[config.mk]
export PLATFORM = sky130hd
export DESIGN_NAME = irb_div
export DESIGN_NICKNAME = d
export VERILOG_FILES = /design/src/hw/rtl/irb_pkg.sv /design/src/hw/rtl/irb_div.sv
export SDC_FILE = /design/constraint.sdc
export NUM_CORES = 2
export LEC_CHECK = 0
export BUFFER_PORTS_ARGS = -buffer_cell sky130_fd_sc_hd__buf_2
export CAP_MARGIN = 20
export CORE_MARGIN = 5
export CORE_UTILIZATION = 35
export DETAILED_ROUTE_END_ITERATION = 12
export HOLD_SLACK_MARGIN = 0.06
export SLEW_MARGIN = 30
export SYNTH_ARGS = -nofsm -noshare
export SYNTH_HDL_FRONTEND = slang
export SYNTH_SLANG_ARGS = --single-unit
[constraint.sdc]
create_clock -name clk -period 94.6 [get_ports clk]
set_input_delay 0 -clock clk [delete_from_list [all_inputs] [get_ports clk]]
set_output_delay 0 -clock clk [all_outputs]
set_load 0.03 [all_outputs]
[src/hw/rtl/irb_pkg.sv]
// shared constants, codes and pipeline types of the image rotate core
// no dependencies
package irb_pkg;

  localparam int DEF_SRC_DIM = 256;
  localparam int DST_DIM = 512;
  localparam int TRIG_FRAC = 14;
  localparam int COORD_FRAC = 8;
  localparam int RND_K = TRIG_FRAC + 1 - COORD_FRAC;

  localparam int DX_W = 12;
  localparam int PROD_W = 28;
  localparam int NUM_W = 28;
  localparam int SQ_W = 21;
  localparam int X_W = SQ_W - COORD_FRAC;
  localparam int WT_W = 2 * COORD_FRAC + 1;
  localparam int ACC_W = 33;
  localparam int QW = 16;

  typedef enum logic [2:0] {
    CFG_COS   = 3'd0,
    CFG_SIN   = 3'd1,
    CFG_SRC_W = 3'd2,
    CFG_SRC_H = 3'd3,
    CFG_DST_W = 3'd4,
    CFG_DST_H = 3'd5
  } cfg_idx_t;

  typedef enum logic {
    OP_LOAD  = 1'b0,
    OP_QUERY = 1'b1
  } op_t;

  typedef struct packed {
    logic            vld;
    logic            query;
    logic [8:0]      col;
    logic [8:0]      row;
    logic [15:0]     value;
    logic            svld;
    logic [SQ_W-1:0] sxq;
    logic [SQ_W-1:0] syq;
  } coord_t;

  typedef struct packed {
    logic             vld;
    logic             ok;
    logic [8:0]       col;
    logic [8:0]       row;
    logic [ACC_W-1:0] rem;
    logic [WT_W-1:0]  ws;
    logic [QW-1:0]    q;
  } div_t;

endpackage

[src/hw/rtl/irb_div.sv]
// pipelined restoring divider, one quotient bit per stage
// depends on irb_pkg
module irb_div (
  input  logic           clk,
  input  logic           rst,
  input  logic           adv,
  input  irb_pkg::div_t  din,
  output irb_pkg::div_t  dout
);
  import irb_pkg::*;

  div_t st [QW+1];

  assign st[0] = din;
  assign dout = st[QW];

  for (genvar j = 0; j < QW; j++) begin : g_stage
    localparam int B = QW - 1 - j;
    logic [ACC_W-1:0] dvs;
    div_t nxt;

    assign dvs = ACC_W'(st[j].ws) << B;

    always_comb begin
      nxt = st[j];
      if (st[j].rem >= dvs) begin
        nxt.rem = st[j].rem - dvs;
        nxt.q[B] = 1'b1;
      end
    end

    always_ff @(posedge clk) begin
      if (rst) begin
        st[j+1].vld <= 1'b0;
      end else if (adv) begin
        st[j+1] <= nxt;
      end
    end
  end

endmodule

Word-level counts from Yosys, hierarchy flattened
Index checks and enable logic that the tools add are counted.
{"block": "word_totals", "reg_bits": 1376, "latchBits": 0, "ramBits": 0, "mem_bits_ro": 0, "input_bits": 89, "out_inout_bits": 86, "n_memories": 0}
{"block": "op_classes", "addsub": 16, "mul": 0, "n_div": 0, "magnitude_cmp": 16, "n_eq_ne": 0, "n_shift": 0, "n_mux": 16, "n_bitwise": 1, "reduce_logical": 1}
{"cell": "2-to-1 mux 33 bit", "n": 16}
{"cell": "greater-or-equal comparator 33 x 17 -> 1 bit", "n": 1}
{"cell": "greater-or-equal comparator 33 x 18 -> 1 bit", "n": 1}
{"cell": "greater-or-equal comparator 33 x 19 -> 1 bit", "n": 1}
{"cell": "greater-or-equal comparator 33 x 20 -> 1 bit", "n": 1}
{"cell": "greater-or-equal comparator 33 x 21 -> 1 bit", "n": 1}
{"cell": "greater-or-equal comparator 33 x 22 -> 1 bit", "n": 1}
{"cell": "greater-or-equal comparator 33 x 23 -> 1 bit", "n": 1}
{"cell": "greater-or-equal comparator 33 x 24 -> 1 bit", "n": 1}
{"cell": "greater-or-equal comparator 33 x 25 -> 1 bit", "n": 1}
{"cell": "greater-or-equal comparator 33 x 26 -> 1 bit", "n": 1}
{"cell": "greater-or-equal comparator 33 x 27 -> 1 bit", "n": 1}
{"cell": "greater-or-equal comparator 33 x 28 -> 1 bit", "n": 1}
{"cell": "greater-or-equal comparator 33 x 29 -> 1 bit", "n": 1}
{"cell": "greater-or-equal comparator 33 x 30 -> 1 bit", "n": 1}
{"cell": "greater-or-equal comparator 33 x 31 -> 1 bit", "n": 1}
{"cell": "greater-or-equal comparator 33 x 32 -> 1 bit", "n": 1}
{"cell": "subtractor 33 x 17 -> 33 bit", "n": 1}
{"cell": "subtractor 33 x 18 -> 33 bit", "n": 1}
{"cell": "subtractor 33 x 19 -> 33 bit", "n": 1}
{"cell": "subtractor 33 x 20 -> 33 bit", "n": 1}
{"cell": "subtractor 33 x 21 -> 33 bit", "n": 1}
{"cell": "subtractor 33 x 22 -> 33 bit", "n": 1}
{"cell": "subtractor 33 x 23 -> 33 bit", "n": 1}
{"cell": "other kinds (11)", "n": 11}

Longest topological paths before layout
{"block": "logic_depth", "word_depth": 2, "mapped_depth": 15, "mapped_depth_nobuf": 13}

Least setup slack after synthesis
Ideal clock, no wire load.
{"block": "synth_timing", "path_kind": "input port to flip-flop", "start": "input port adv", "end": "register st (netlist bit dout[0]), enable pin", "setup_ns": 3.266, "arrival_ns": 60.217, "required_time_ns": 91.334, "slack_ns": 31.116, "path_stages": 3, "path_cell_list": "clkbuf_1 -> clkbuf_1 -> nor2b_1"}
{"block": "synth_between", "elab_chain_len": 1}
{"item": "start: declaration", "line_no": "irb_div.sv:6", "rtl": "input logic adv,"}
{"item": "AND reduction 2 bit (no source line)"}
{"item": "end signal: indexed assignment", "line_no": "irb_div.sv:36", "rtl": "st[j+1] <= nxt;"}
{"item": "end: declaration", "line_no": "irb_div.sv:12", "rtl": "div_t st [QW+1];"}
No other way between the ends.
A chain may end at the register's enable or synchronous reset.

Final worst setup path
{"block": "layout_timing", "start": "input port rst", "end": "register st (netlist bit g_stage[10].nxt[8]), enable pin"}
{"block": "layout_between", "elab_chain_len": 2}
{"item": "start: declaration", "line_no": "irb_div.sv:5", "rtl": "input logic rst,"}
{"item": "NOT 1 bit (no source line)"}
{"item": "AND reduction 2 bit (no source line)"}
No other way between the ends.

==> flow_summary.ini <==
[status]
status = completed

[synthesis]
ys_warn_count = 0
synth_nets = 4982
synth_top_area_share_pct = 65.8
synth_ff_type = edfxtp_1
yosys-top-cells-area = edfxtp_1 (66%), ha_1 (5.5%), xnor2_1 (2.9%), inv_1 (2.2%), a21oi_1 (2.1%)
yosys.area.top_type = edfxtp_1
synthArstFlopShare_pct = 0
syn_inst = 4605
ys_seq_area_share_pct = 66.4
yosysUniqueCellTypes = 87
synth_seq_cells = 1376
synth_area_sq_um = 62000
synth_area_per_cell_sq_um = 13.5
synth_edf_count = 1360

[timing]
hold_violations = 0
tightest_slew_ns = 1.02
setup_violations = 0
fin_crit_ns = 4.98
clock.fmax_mhz = 201
rsz0062_at_grt = false
finClkSkew_ns = 0.0316
tns_ns = 0
maxSlewHeadroom_pct = 30.3
fin_crit_sh_pct = 5.26
drv_slew = 0

[worst_setup_path]
worstSetupPathType = primary input to flop
cp_slowest_cell = buf_4
r2r-end = st[1259]
crit_buf_inv = 9
cpPeakStageDelay_ns = 0.79
r2r_cells = 11
critPathArrivalTime_ns = 5.36
crit_path_cell_trace = dlygate4sd3_1 -> dlygate4sd3_1 -> buf_2 -> nor2b_4 -> buf_4 -> buf_12 -> buf_16 -> buf_4 -> buf_4 -> buf_4
start_kind = primary input
cp_common_cell = buf_4
reg2reg_from = g_stage[1].dvs[15]
cp_max_fo = 117
cp_top_family = buffers and inverters
crit_cells = 10
end_kind = flop
r2r_slack_ns = 90.58
crit_required_ns = 94.98

[cells_and_area]
multi_input_area_sq_um = 18700
synthToLayoutAreaGrowth_pct = 15.8
nets = 5370
ff_latch_area_sq_um = 41200
drive_gt1_share_pct = 10.3
fillCellCount = 16197
final_core_util_pct = 40.7

[routing]
wl_per_cell_um = 15.2
drt_pre_antenna_iters = 5
drc = 0
viasPerCell = 4.77
dr_total_vias = 35573
ant_nets = 0
wl_um = 113000
drtIter0Drc = 1908

[clock_tree]
path_clk_slew_ns = 0.06
cts.repair.resized = 0
root_buffer = clkbuf_16
clk_latency_ns = 0.78
cts_tree = done
clockBufferDepth = 3
cts_max_level = 4
clock-sinks = 1376
numCtsBuffers = 150

[pwr]
vdd_drop_max_uv = 15.6
leakage_nw = 26.1
power.density_nw_per_um2 = 20.1

[die]
rows = 154
core-area_sq_um = 176000
dieArea_sq_um = 186000
die_x_um = 431
pin_count = 175
start_util_pct = 35.2
fp.dieH_um = 431

[flow_run]
max_cap_violations = 0

[placed_design]
hpwl_um = 79000
gp_congestion = 0.900
numPortBuffers = 174

[min_path]
min-delay-start = din[16]
min_to = st[1338]
min_path_cells = 4
hold_class = primary input to flop

[grt]
overflow = 0
grt_usage_pct = 12.1
grt_pass1_wl_um = 184000
grt_pass1_vias = 36149
antenna_found_initial = 1
grt_max_degree = 195
## cells in the mapped netlist (38+ instances only)
library cell  count
nand2b_1         63
nor3_1           91
nand2_1         337
or3_1            38
mux2_2           54
xnor2_1         202
clkbuf_1         57
nor2_1          267
nor4_1           56
nand3_1          60
inv_1           356
buf_4            88
nor2b_1          53
o21ai_0         241
ha_1            272
o21a_1           48
a21oi_1         262
xor2_1          131
nand4_1          40
edfxtp_1       1360
a21o_1           82
## power breakdown
part	internal, mW	switching, mW
clock	0.316	0.232
sequential	0.712	0.0169
combinational	0.0706	0.0931
## sequential cells by signal, summed over array words and instances, names as in the netlist
signal	count
dout	86
g_stage.nxt	525
g_stage.dvs	255
st	510
## cell usage in the layout, fill, tap and decap left out, types with 35 or more instances in the layout
cell and n:
edfxtp_1 1360, inv_1 356, nand2_1 337, ha_1 272
nor2_1 267, a21oi_1 261, o21ai_0 241, xnor2_1 202
dlygate4sd3_1 192, buf_2 174, clkbuf_16 151, xor2_1 131
nor3_1 91, a21o_1 82, nand2b_1 63, nand3_1 60
nor4_1 54, mux2_2 54, nor2b_1 52, o21a_1 48
nand4_1 40, or3_1 38, clkinv_1 35
## worst min-delay path, stage by stage
cell and delay [ns]:
dlygate4sd3_1 0.52, buf_2 0.12, ha_1 0.14, o21ai_0 0.10
## through the flow
stage	setup slack (ns)	hold slack, ns	instances	area, sq um	power (mW)
2_1_floorplan	31.12	0.0989	4605	62000	0.916
3_3_place_gp	89.49	0.178	6986	65200	0.893
3_5_place_dp	89.52	0.178	6986	65200	0.897
4_1_cts	89.63	0.185	7446	71700	1.46
5_1_grt	89.21	0.257	7449	71800	1.51
6_report	89.62	0.295	7450	71800	1.44
## timing repair
action	CTS	global route
setup buffers	0	0
hold endpoints to repair	101	0
hold buffers	192	0
## area by class of cell
class                      instances  share of cell area [%]
antenna                            1                 0.00348
clock inverter                    86                   0.998
tap                             2340                    4.08
timing repair buffer             399                    4.37
multi-input combinational       2710                    26.0
sequential                      1376                    57.3
clock buffer                     182                    5.42
inverter                         356                    1.86
## kinds of logic (layout without fill, tap and decap cells)
logic type,Yosys count,count (layout),share of synthesized area (%)
buf+inv,519,1023,3.72
mux,80,80,1.40
xor+xnor,333,333,4.70
other cells,0,1,0
simple gates,1143,1143,9.12
fa+ha+maj,288,288,6.00
compound gates,866,866,8.69
flops,1376,1376,66.4
## how the worst max path moves through the flow
stage | startpoint | to | slack (ns)
final | rst | g_stage[10].nxt[8] | 89.62
after CTS | rst | g_stage[10].nxt[8] | 89.63
after detailed placement | adv | g_stage[10].nxt[8] | 89.52
after global routing | rst | g_stage[11].nxt[8] | 89.21
after global placement | adv | dout[20] | 89.49
after floorplan | adv | dout[0] | 31.12
## metal layers
metal	track usage, %	vias up	wire length [um]
met5	0	-	0
li1	-	17746	-
met1	13.3	16777	44800
met3	2.56	325	4690
met4	7.05	0	6520
met2	21.8	725	56800
(Power assumes the default switching activity.)
