File: config.mk
export PLATFORM = sky130hd
export DESIGN_NAME = irb_map
export DESIGN_NICKNAME = d
export VERILOG_FILES = /design/src/hw/rtl/irb_pkg.sv /design/src/hw/rtl/irb_map.sv
export SDC_FILE = /design/constraint.sdc
export NUM_CORES = 2
export LEC_CHECK = 0
export BUFFER_PORTS_ARGS = -buffer_cell sky130_fd_sc_hd__buf_2
export CAP_MARGIN = 5
export CELL_PAD_IN_SITES_DETAIL_PLACEMENT = 1
export CELL_PAD_IN_SITES_GLOBAL_PLACEMENT = 1
export CORE_ASPECT_RATIO = 0.75
export CORE_MARGIN = 2
export CORE_UTILIZATION = 51
export DETAILED_ROUTE_END_ITERATION = 7
export PLACE_DENSITY = 0.88
export SLEW_MARGIN = 20
export SYNTH_ARGS = -nofsm -noshare
export SYNTH_HDL_FRONTEND = slang
export SYNTH_SLANG_ARGS = --single-unit
File: constraint.sdc
create_clock -name clk -period 8.1 [get_ports clk]
set_clock_uncertainty 0.1 [all_clocks]
set_input_delay 0.81 -clock clk [delete_from_list [all_inputs] [get_ports clk]]
set_output_delay 0.81 -clock clk [all_outputs]
set_load 0.01 [all_outputs]
File: src/hw/rtl/irb_pkg.sv
// shared constants, codes and pipeline types of the image rotate core
// no dependencies
package irb_pkg;

  localparam int DEF_SRC_DIM = 256;
  localparam int DST_DIM = 512;
  localparam int TRIG_FRAC = 14;
  localparam int COORD_FRAC = 8;
  localparam int RND_K = TRIG_FRAC + 1 - COORD_FRAC;

  localparam int DX_W = 12;
  localparam int PROD_W = 28;
  localparam int NUM_W = 28;
  localparam int SQ_W = 21;
  localparam int X_W = SQ_W - COORD_FRAC;
  localparam int WT_W = 2 * COORD_FRAC + 1;
  localparam int ACC_W = 33;
  localparam int QW = 16;

  typedef enum logic [2:0] {
    CFG_COS   = 3'd0,
    CFG_SIN   = 3'd1,
    CFG_SRC_W = 3'd2,
    CFG_SRC_H = 3'd3,
    CFG_DST_W = 3'd4,
    CFG_DST_H = 3'd5
  } cfg_idx_t;

  typedef enum logic {
    OP_LOAD  = 1'b0,
    OP_QUERY = 1'b1
  } op_t;

  typedef struct packed {
    logic            vld;
    logic            query;
    logic [8:0]      col;
    logic [8:0]      row;
    logic [15:0]     value;
    logic            svld;
    logic [SQ_W-1:0] sxq;
    logic [SQ_W-1:0] syq;
  } coord_t;

  typedef struct packed {
    logic             vld;
    logic             ok;
    logic [8:0]       col;
    logic [8:0]       row;
    logic [ACC_W-1:0] rem;
    logic [WT_W-1:0]  ws;
    logic [QW-1:0]    q;
  } div_t;

endpackage

File: src/hw/rtl/irb_map.sv
// inverse mapping of a destination pixel into source coordinates, three stages
// depends on irb_pkg
module irb_map (
  input  logic                clk,
  input  logic                rst,
  input  logic                adv,
  input  logic                item_valid,
  input  logic                op,
  input  logic [8:0]          col,
  input  logic [8:0]          row,
  input  logic [15:0]         sample_value,
  input  logic                sample_valid,
  input  logic signed [15:0]  cos_term,
  input  logic signed [15:0]  sin_term,
  input  logic [8:0]          sw,
  input  logic [8:0]          sh,
  input  logic [9:0]          dw,
  input  logic [9:0]          dh,
  output irb_pkg::coord_t     crd
);
  import irb_pkg::*;

  localparam logic signed [NUM_W-1:0] RND = NUM_W'(1) <<< (RND_K - 1);

  // stage 1
  logic v1, q1, sv1;
  logic [8:0] col1, row1;
  logic [15:0] val1;
  logic signed [DX_W-1:0] dx2, dy2, dx2_next, dy2_next;
  logic signed [9:0] swm1, shm1;

  // stage 2
  logic v2, q2, sv2;
  logic [8:0] col2, row2;
  logic [15:0] val2;
  logic signed [PROD_W-1:0] pcx, psy, psx, pcy;
  logic signed [9:0] swm2, shm2;

  // stage 3
  logic signed [NUM_W-1:0] nx, ny;

  assign dx2_next = {2'b0, col, 1'b0} - {2'b0, dw} + 12'd1;
  assign dy2_next = {2'b0, row, 1'b0} - {2'b0, dh} + 12'd1;

  always_ff @(posedge clk) begin
    if (rst) begin
      v1 <= 1'b0;
      v2 <= 1'b0;
      crd.vld <= 1'b0;
    end else if (adv) begin
      v1 <= item_valid;
      v2 <= v1;
      crd.vld <= v2;
    end
  end

  always_ff @(posedge clk) begin
    if (adv) begin
      q1 <= (op == OP_QUERY);
      col1 <= col;
      row1 <= row;
      val1 <= sample_value;
      sv1 <= sample_valid;
      dx2 <= dx2_next;
      dy2 <= dy2_next;
      swm1 <= {1'b0, sw} - 10'd1;
      shm1 <= {1'b0, sh} - 10'd1;
    end
  end

  always_ff @(posedge clk) begin
    if (adv) begin
      q2 <= q1;
      col2 <= col1;
      row2 <= row1;
      val2 <= val1;
      sv2 <= sv1;
      pcx <= cos_term * dx2;
      psy <= sin_term * dy2;
      psx <= sin_term * dx2;
      pcy <= cos_term * dy2;
      swm2 <= swm1;
      shm2 <= shm1;
    end
  end

  assign nx = pcx - psy + (NUM_W'(swm2) <<< TRIG_FRAC) + RND;
  assign ny = psx + pcy + (NUM_W'(shm2) <<< TRIG_FRAC) + RND;

  always_ff @(posedge clk) begin
    if (adv) begin
      crd.query <= q2;
      crd.col <= col2;
      crd.row <= row2;
      crd.value <= val2;
      crd.svld <= sv2;
      crd.sxq <= SQ_W'(nx >>> RND_K);
      crd.syq <= SQ_W'(ny >>> RND_K);
    end
  end

endmodule

Word-level counts from Yosys, hierarchy flattened
Cells that the tools add are included.
Widths: inputs -> output; s select.
Operators by class
  reductions and logical operators: 0
  $lt $le $gt $ge: 0
  divide/modulo/power cells: 0
  $mul: 4
  bitwise operators: 0
  muxes and demuxes: 0
  shift-type cells: 0
  equal/unequal tests: 0
  $add $sub $neg: 12
Operators with widths (number)
  $mul 16x12->28: 4
  $add 28x24->28: 2
  $add 28x8->28 const B: 2
  $add 28x28->28: 1
  $sub 28x28->28: 1
  $add 11x2->12 const B: 2
  $sub 10x10->11: 2
  $sub 9x1->10 const B: 2
Word-level totals
  bits in latches: 0
  flip-flop bits (word level): 329
  memories: 0
  memory bits (read-only): 0
  bits in writable memories: 0
  logic and storage cells: 46

Longest topological paths before layout
  word-level depth: 3
  mapped depth: 23

Worst setup path after synthesis
Ideal clock, no wire load.
  path kind: input -> register
  start: in cos_term[12]
  end: reg pcy[24], data pin
  path slack: 2063 ps
  stages on the path: 20
  data arrival time: 5678 ps
  path buffers: 1
  setup time: 259 ps
  cell sequence: clkbuf_1 nand2_1 fa_1 fa_1 inv_1 fa_1 fa_1 inv_1 fa_1 inv_1 ha_1 o21ai_1 nand2b_1 and2_1 and3_1 a2111oi_2 nor3_1 or3_1 a21oi_2 xnor2_1
Between the ends
  word-level cells in the longest chain between the ends: 1
RTL lines
  start: declaration: line irb_map.sv:13  | input logic signed [15:0] cos_term,
  $mul 16x12->28: line irb_map.sv:81  | pcy <= cos_term * dy2;
  end signal: assignment: line irb_map.sv:81
  end: declaration: line irb_map.sv:36  | logic signed [PROD_W-1:0] pcx, psy, psx, pcy;
No other way between the ends.
A chain may end at the register's enable or synchronous reset.

Worst setup path after layout
  start: reg dy2[4]
  end: reg psy[26], data pin
Between the ends
  word-level cells in the longest chain between the ends: 1
RTL lines
  start: declaration: line irb_map.sv:29  | logic signed [DX_W-1:0] dx2, dy2, dx2_next, dy2_next;
  start signal: assignment: line irb_map.sv:65  | dy2 <= dy2_next;
  $mul 16x12->28: line irb_map.sv:79  | psy <= sin_term * dy2;
  end signal: assignment: line irb_map.sv:79
  end: declaration: line irb_map.sv:36
No other way between the ends.

==> impl_metrics.py <==
metrics = {
    "run_status": {
        "status": "complete, no violations",
    },
    "job": {
        "maxCapViolations": 0,
    },
    "cells_and_area": {
        "multi_input_area_um2": 27600,
        "final_common_cell": "inv_1",
        "seqCellArea_um2": 9850,
        "final_layout_size_suffix_gt1_frac": 0.0745,
        "final_nets": 5354,
        "nFillCells": 8798,
        "finish.instance_area_um2": 45000,
        "final_cell_mix": "inv_1, fa_1, nand2_1",
        "areaGrowthSynthToFinish_pct": 8.24,
    },
    "floorplanning": {
        "core_area_um2": 80500,
        "initial_core_util": 0.516,
        "die_x_um": 334,
        "die_y_um": 251,
        "placementRows": 90,
        "boundaryPins": 189,
        "die_area_um2": 83800,
    },
    "synth": {
        "postSynthAreaPerCell_um2": 10.3,
        "synth_top_flop_cell": "edfxtp_1",
        "yosysSeqAreaShare": 0.237,
        "synth_top_family_by_area": "adder cells",
        "synthAdderAreaFrac": 0.457,
        "yosysUniqueCellTypes": 75,
        "yosys.area_share.simple": 0.121,
        "synth_cells": 4042,
        "muxShareOfSynthArea": 0.000964,
        "synth_edf_count": 326,
        "synth_compound_area_frac": 0.0464,
        "synth-xor-area-share": 0.0388,
        "ys_warn_count": 0,
        "ys_async_sr_fraction": 0,
        "syn-num-nets": 5226,
        "netlist_area_um2": 41600,
        "synth-seq-cells": 329,
    },
    "worst_setup_path": {
        "crit_top_cell": "fa_1",
        "crit_fanout": 22,
        "cp_top_family": "adder cells",
        "cpMaxStageDelayCell": "edfxtp_1",
        "max_stage_delay_ps": 1150,
        "crit_buf_inv": 4,
        "required_ps": 8350,
        "arrival_ps": 7310,
        "crit_path_end_kind": "flip-flop",
        "start_kind": "flip-flop",
        "critPathKind": "flip-flop to flip-flop",
        "crit_chain": "buf_4, nand2_1, fa_1, fa_1, inv_1, fa_1, fa_1, inv_1, fa_1, inv_1, ha_1, nand2_1, o21ai_0, o311ai_1, a211oi_1, o211ai_1, a31oi_1, o21a_1, nor2_1, xnor2_1",
    },
    "clock_tree": {
        "postCtsSetupBuffers": 0,
        "cts_buffer_depth": 3,
        "cts_made_buffers": 40,
        "clk_latency_ps": 600,
        "cts_root_buffer": "clkbuf_16",
        "cts_tree": "yes",
        "cts-resized-gates": 0,
        "clock-sinks": 329,
        "cts_hold_buf": 0,
        "clkTransAtPathRegs_ps": 70,
        "h-tree-depth": 2,
    },
    "sta": {
        "hold_violations": 0,
        "rsz0062_at_grt": "no",
        "setup_viol": 0,
        "max_freq_mhz": 142,
        "setup_slack_ps": 1030,
        "finalSetupTns_ps": 0,
        "tightest_slew_ps": 1200,
        "maxSlewHeadroom": 0.200,
        "finalMaxSlewViolations": 0,
        "layout_min_cycle_time_ps": 7070,
        "post-route-period-util": 0.872,
    },
    "route": {
        "avgRoutedWirePerCell_um": 23.3,
        "ant_nets": 0,
        "drcViolationCount": 0,
        "routed_via_density": 5.57,
        "vias": 29300,
        "dr.first_iter.drc_count": 1953,
        "first_pass_iters": 7,
        "wl_um": 123000,
    },
    "grt": {
        "grt_pass1_vias": 34600,
        "grt_pass1_wl_um": 193000,
        "antenna_found_initial": 15,
        "track_usage": 0.301,
        "grt_max_degree": 124,
        "grt-ovfl-total": 0,
    },
    "place": {
        "place_hpwl_um": 97900,
        "numPortBuffers": 188,
        "placed_cell_area_um2": 43600,
        "gp_congestion": 0.887,
        "pre_cts_ws_ps": 1070,
    },
    "worst_hold_path": {
        "hold_class": "input pin to flip-flop",
    },
}
## state kept, by name, summed over array words and instances, names as in the netlist, 12 cells and up
signal	flops
psy	28
pcy	28
pcx	28
crd	79
psx	28
dx2	12
val2	16
val1	16
dy2	12
## cell families after synthesis
logic type                 after synthesis
muxes                                    4
xor gates and xnor gates               184
adders and majority gates             1074
AOI/OAI and AO/OA                      282
DFF                                    329
and+or+nand+nor                       1074
buffers and inverters                 1095
## metrics by stage
step | cells | hold WS [ps] | utilization
final | 5266 | 300 | 0.559
after CTS | 5258 | 274 | 0.558
after floorplan | 4042 | 300 | -
after global placement | 5186 | 300 | 0.541
after global routing | 5261 | 282 | 0.558
after detailed placement | 5186 | 305 | 0.541
## cell usage after synthesis (3+ instances only)
cell type | count | area share
nand3_1 | 24 | 0.0029
fa_1 | 740 | 0.36
xnor2_1 | 132 | 0.028
and3_1 | 13 | 0.0020
o21a_1 | 17 | 0.0031
o41ai_2 | 3 | 0.0012
mux2i_1 | 4 | 0.00096
o31ai_1 | 4 | 0.00072
nor2_1 | 141 | 0.013
a21oi_2 | 5 | 0.0011
xor2_1 | 52 | 0.011
nor3b_1 | 8 | 0.0014
a21o_1 | 40 | 0.0072
or4_1 | 5 | 0.00090
a211oi_1 | 10 | 0.0018
nand4_1 | 11 | 0.0017
o21bai_1 | 12 | 0.0022
o21ai_0 | 49 | 0.0059
a21boi_0 | 9 | 0.0016
or3_1 | 11 | 0.0017
nor3_1 | 29 | 0.0035
nand2_1 | 527 | 0.048
nor4_1 | 4 | 0.00060
a21oi_1 | 76 | 0.0092
o21ai_1 | 8 | 0.00096
a31oi_1 | 9 | 0.0014
inv_1 | 960 | 0.087
nor2b_1 | 20 | 0.0030
buf_1 | 3 | 0.00027
clkbuf_1 | 131 | 0.012
and2_1 | 242 | 0.036
edfxtp_1 | 326 | 0.24
ha_1 | 334 | 0.10
a31o_2 | 3 | 0.00063
dfxtp_1 | 3 | 0.0014
nand2b_1 | 29 | 0.0044
## worst register-to-register path: cells and delay by family (launching register included)
kind | cells | cell delay (ps)
adder cells (fa/ha/maj) | 6 | 2950
XOR/XNOR | 1 | 120
AO/OA/AOI/OAI | 6 | 1720
AND/OR/NAND/NOR | 3 | 250
flip-flops | 1 | 1150
buffers and inverters | 4 | 550
## metal layers
| layer | vias to the layer above | GRT usage | wire (µm) |
|---|---|---|---|
| met3 | 325 | 0.0591 | 9110 |
| met2 | 1090 | 0.534 | 61700 |
| met4 | 10 | 0.115 | 4530 |
| met1 | 15400 | 0.364 | 47200 |
| li1 | 12500 | - | - |
| met5 | - | 0 | 58 |
## cell type report
type | instances | share of cell area
Timing Repair Buffer | 220 | 0.0268
Sequential cell | 329 | 0.219
Tap cell | 1058 | 0.0294
Multi-Input combinational cell | 2618 | 0.614
Clock buffer | 45 | 0.0229
Antenna cell | 8 | 0.000445
Inverter | 961 | 0.0802
Clock inverter | 27 | 0.00776
## worst paths after layout
kind	from	endpoint	slack [ps]	depth (start not counted)
min reg2reg	swm1[2]	swm2[2]	320	0
max reg2reg	dy2[4]	psy[26]	1030	20
max	dy2[4]	psy[26]	1030	20
min	sample_value[2]	val1[2]	300	1
Power is left out: the tool's default activity adds up to more than one toggle a clock period on the data nets, which glitch-free logic cannot reach.
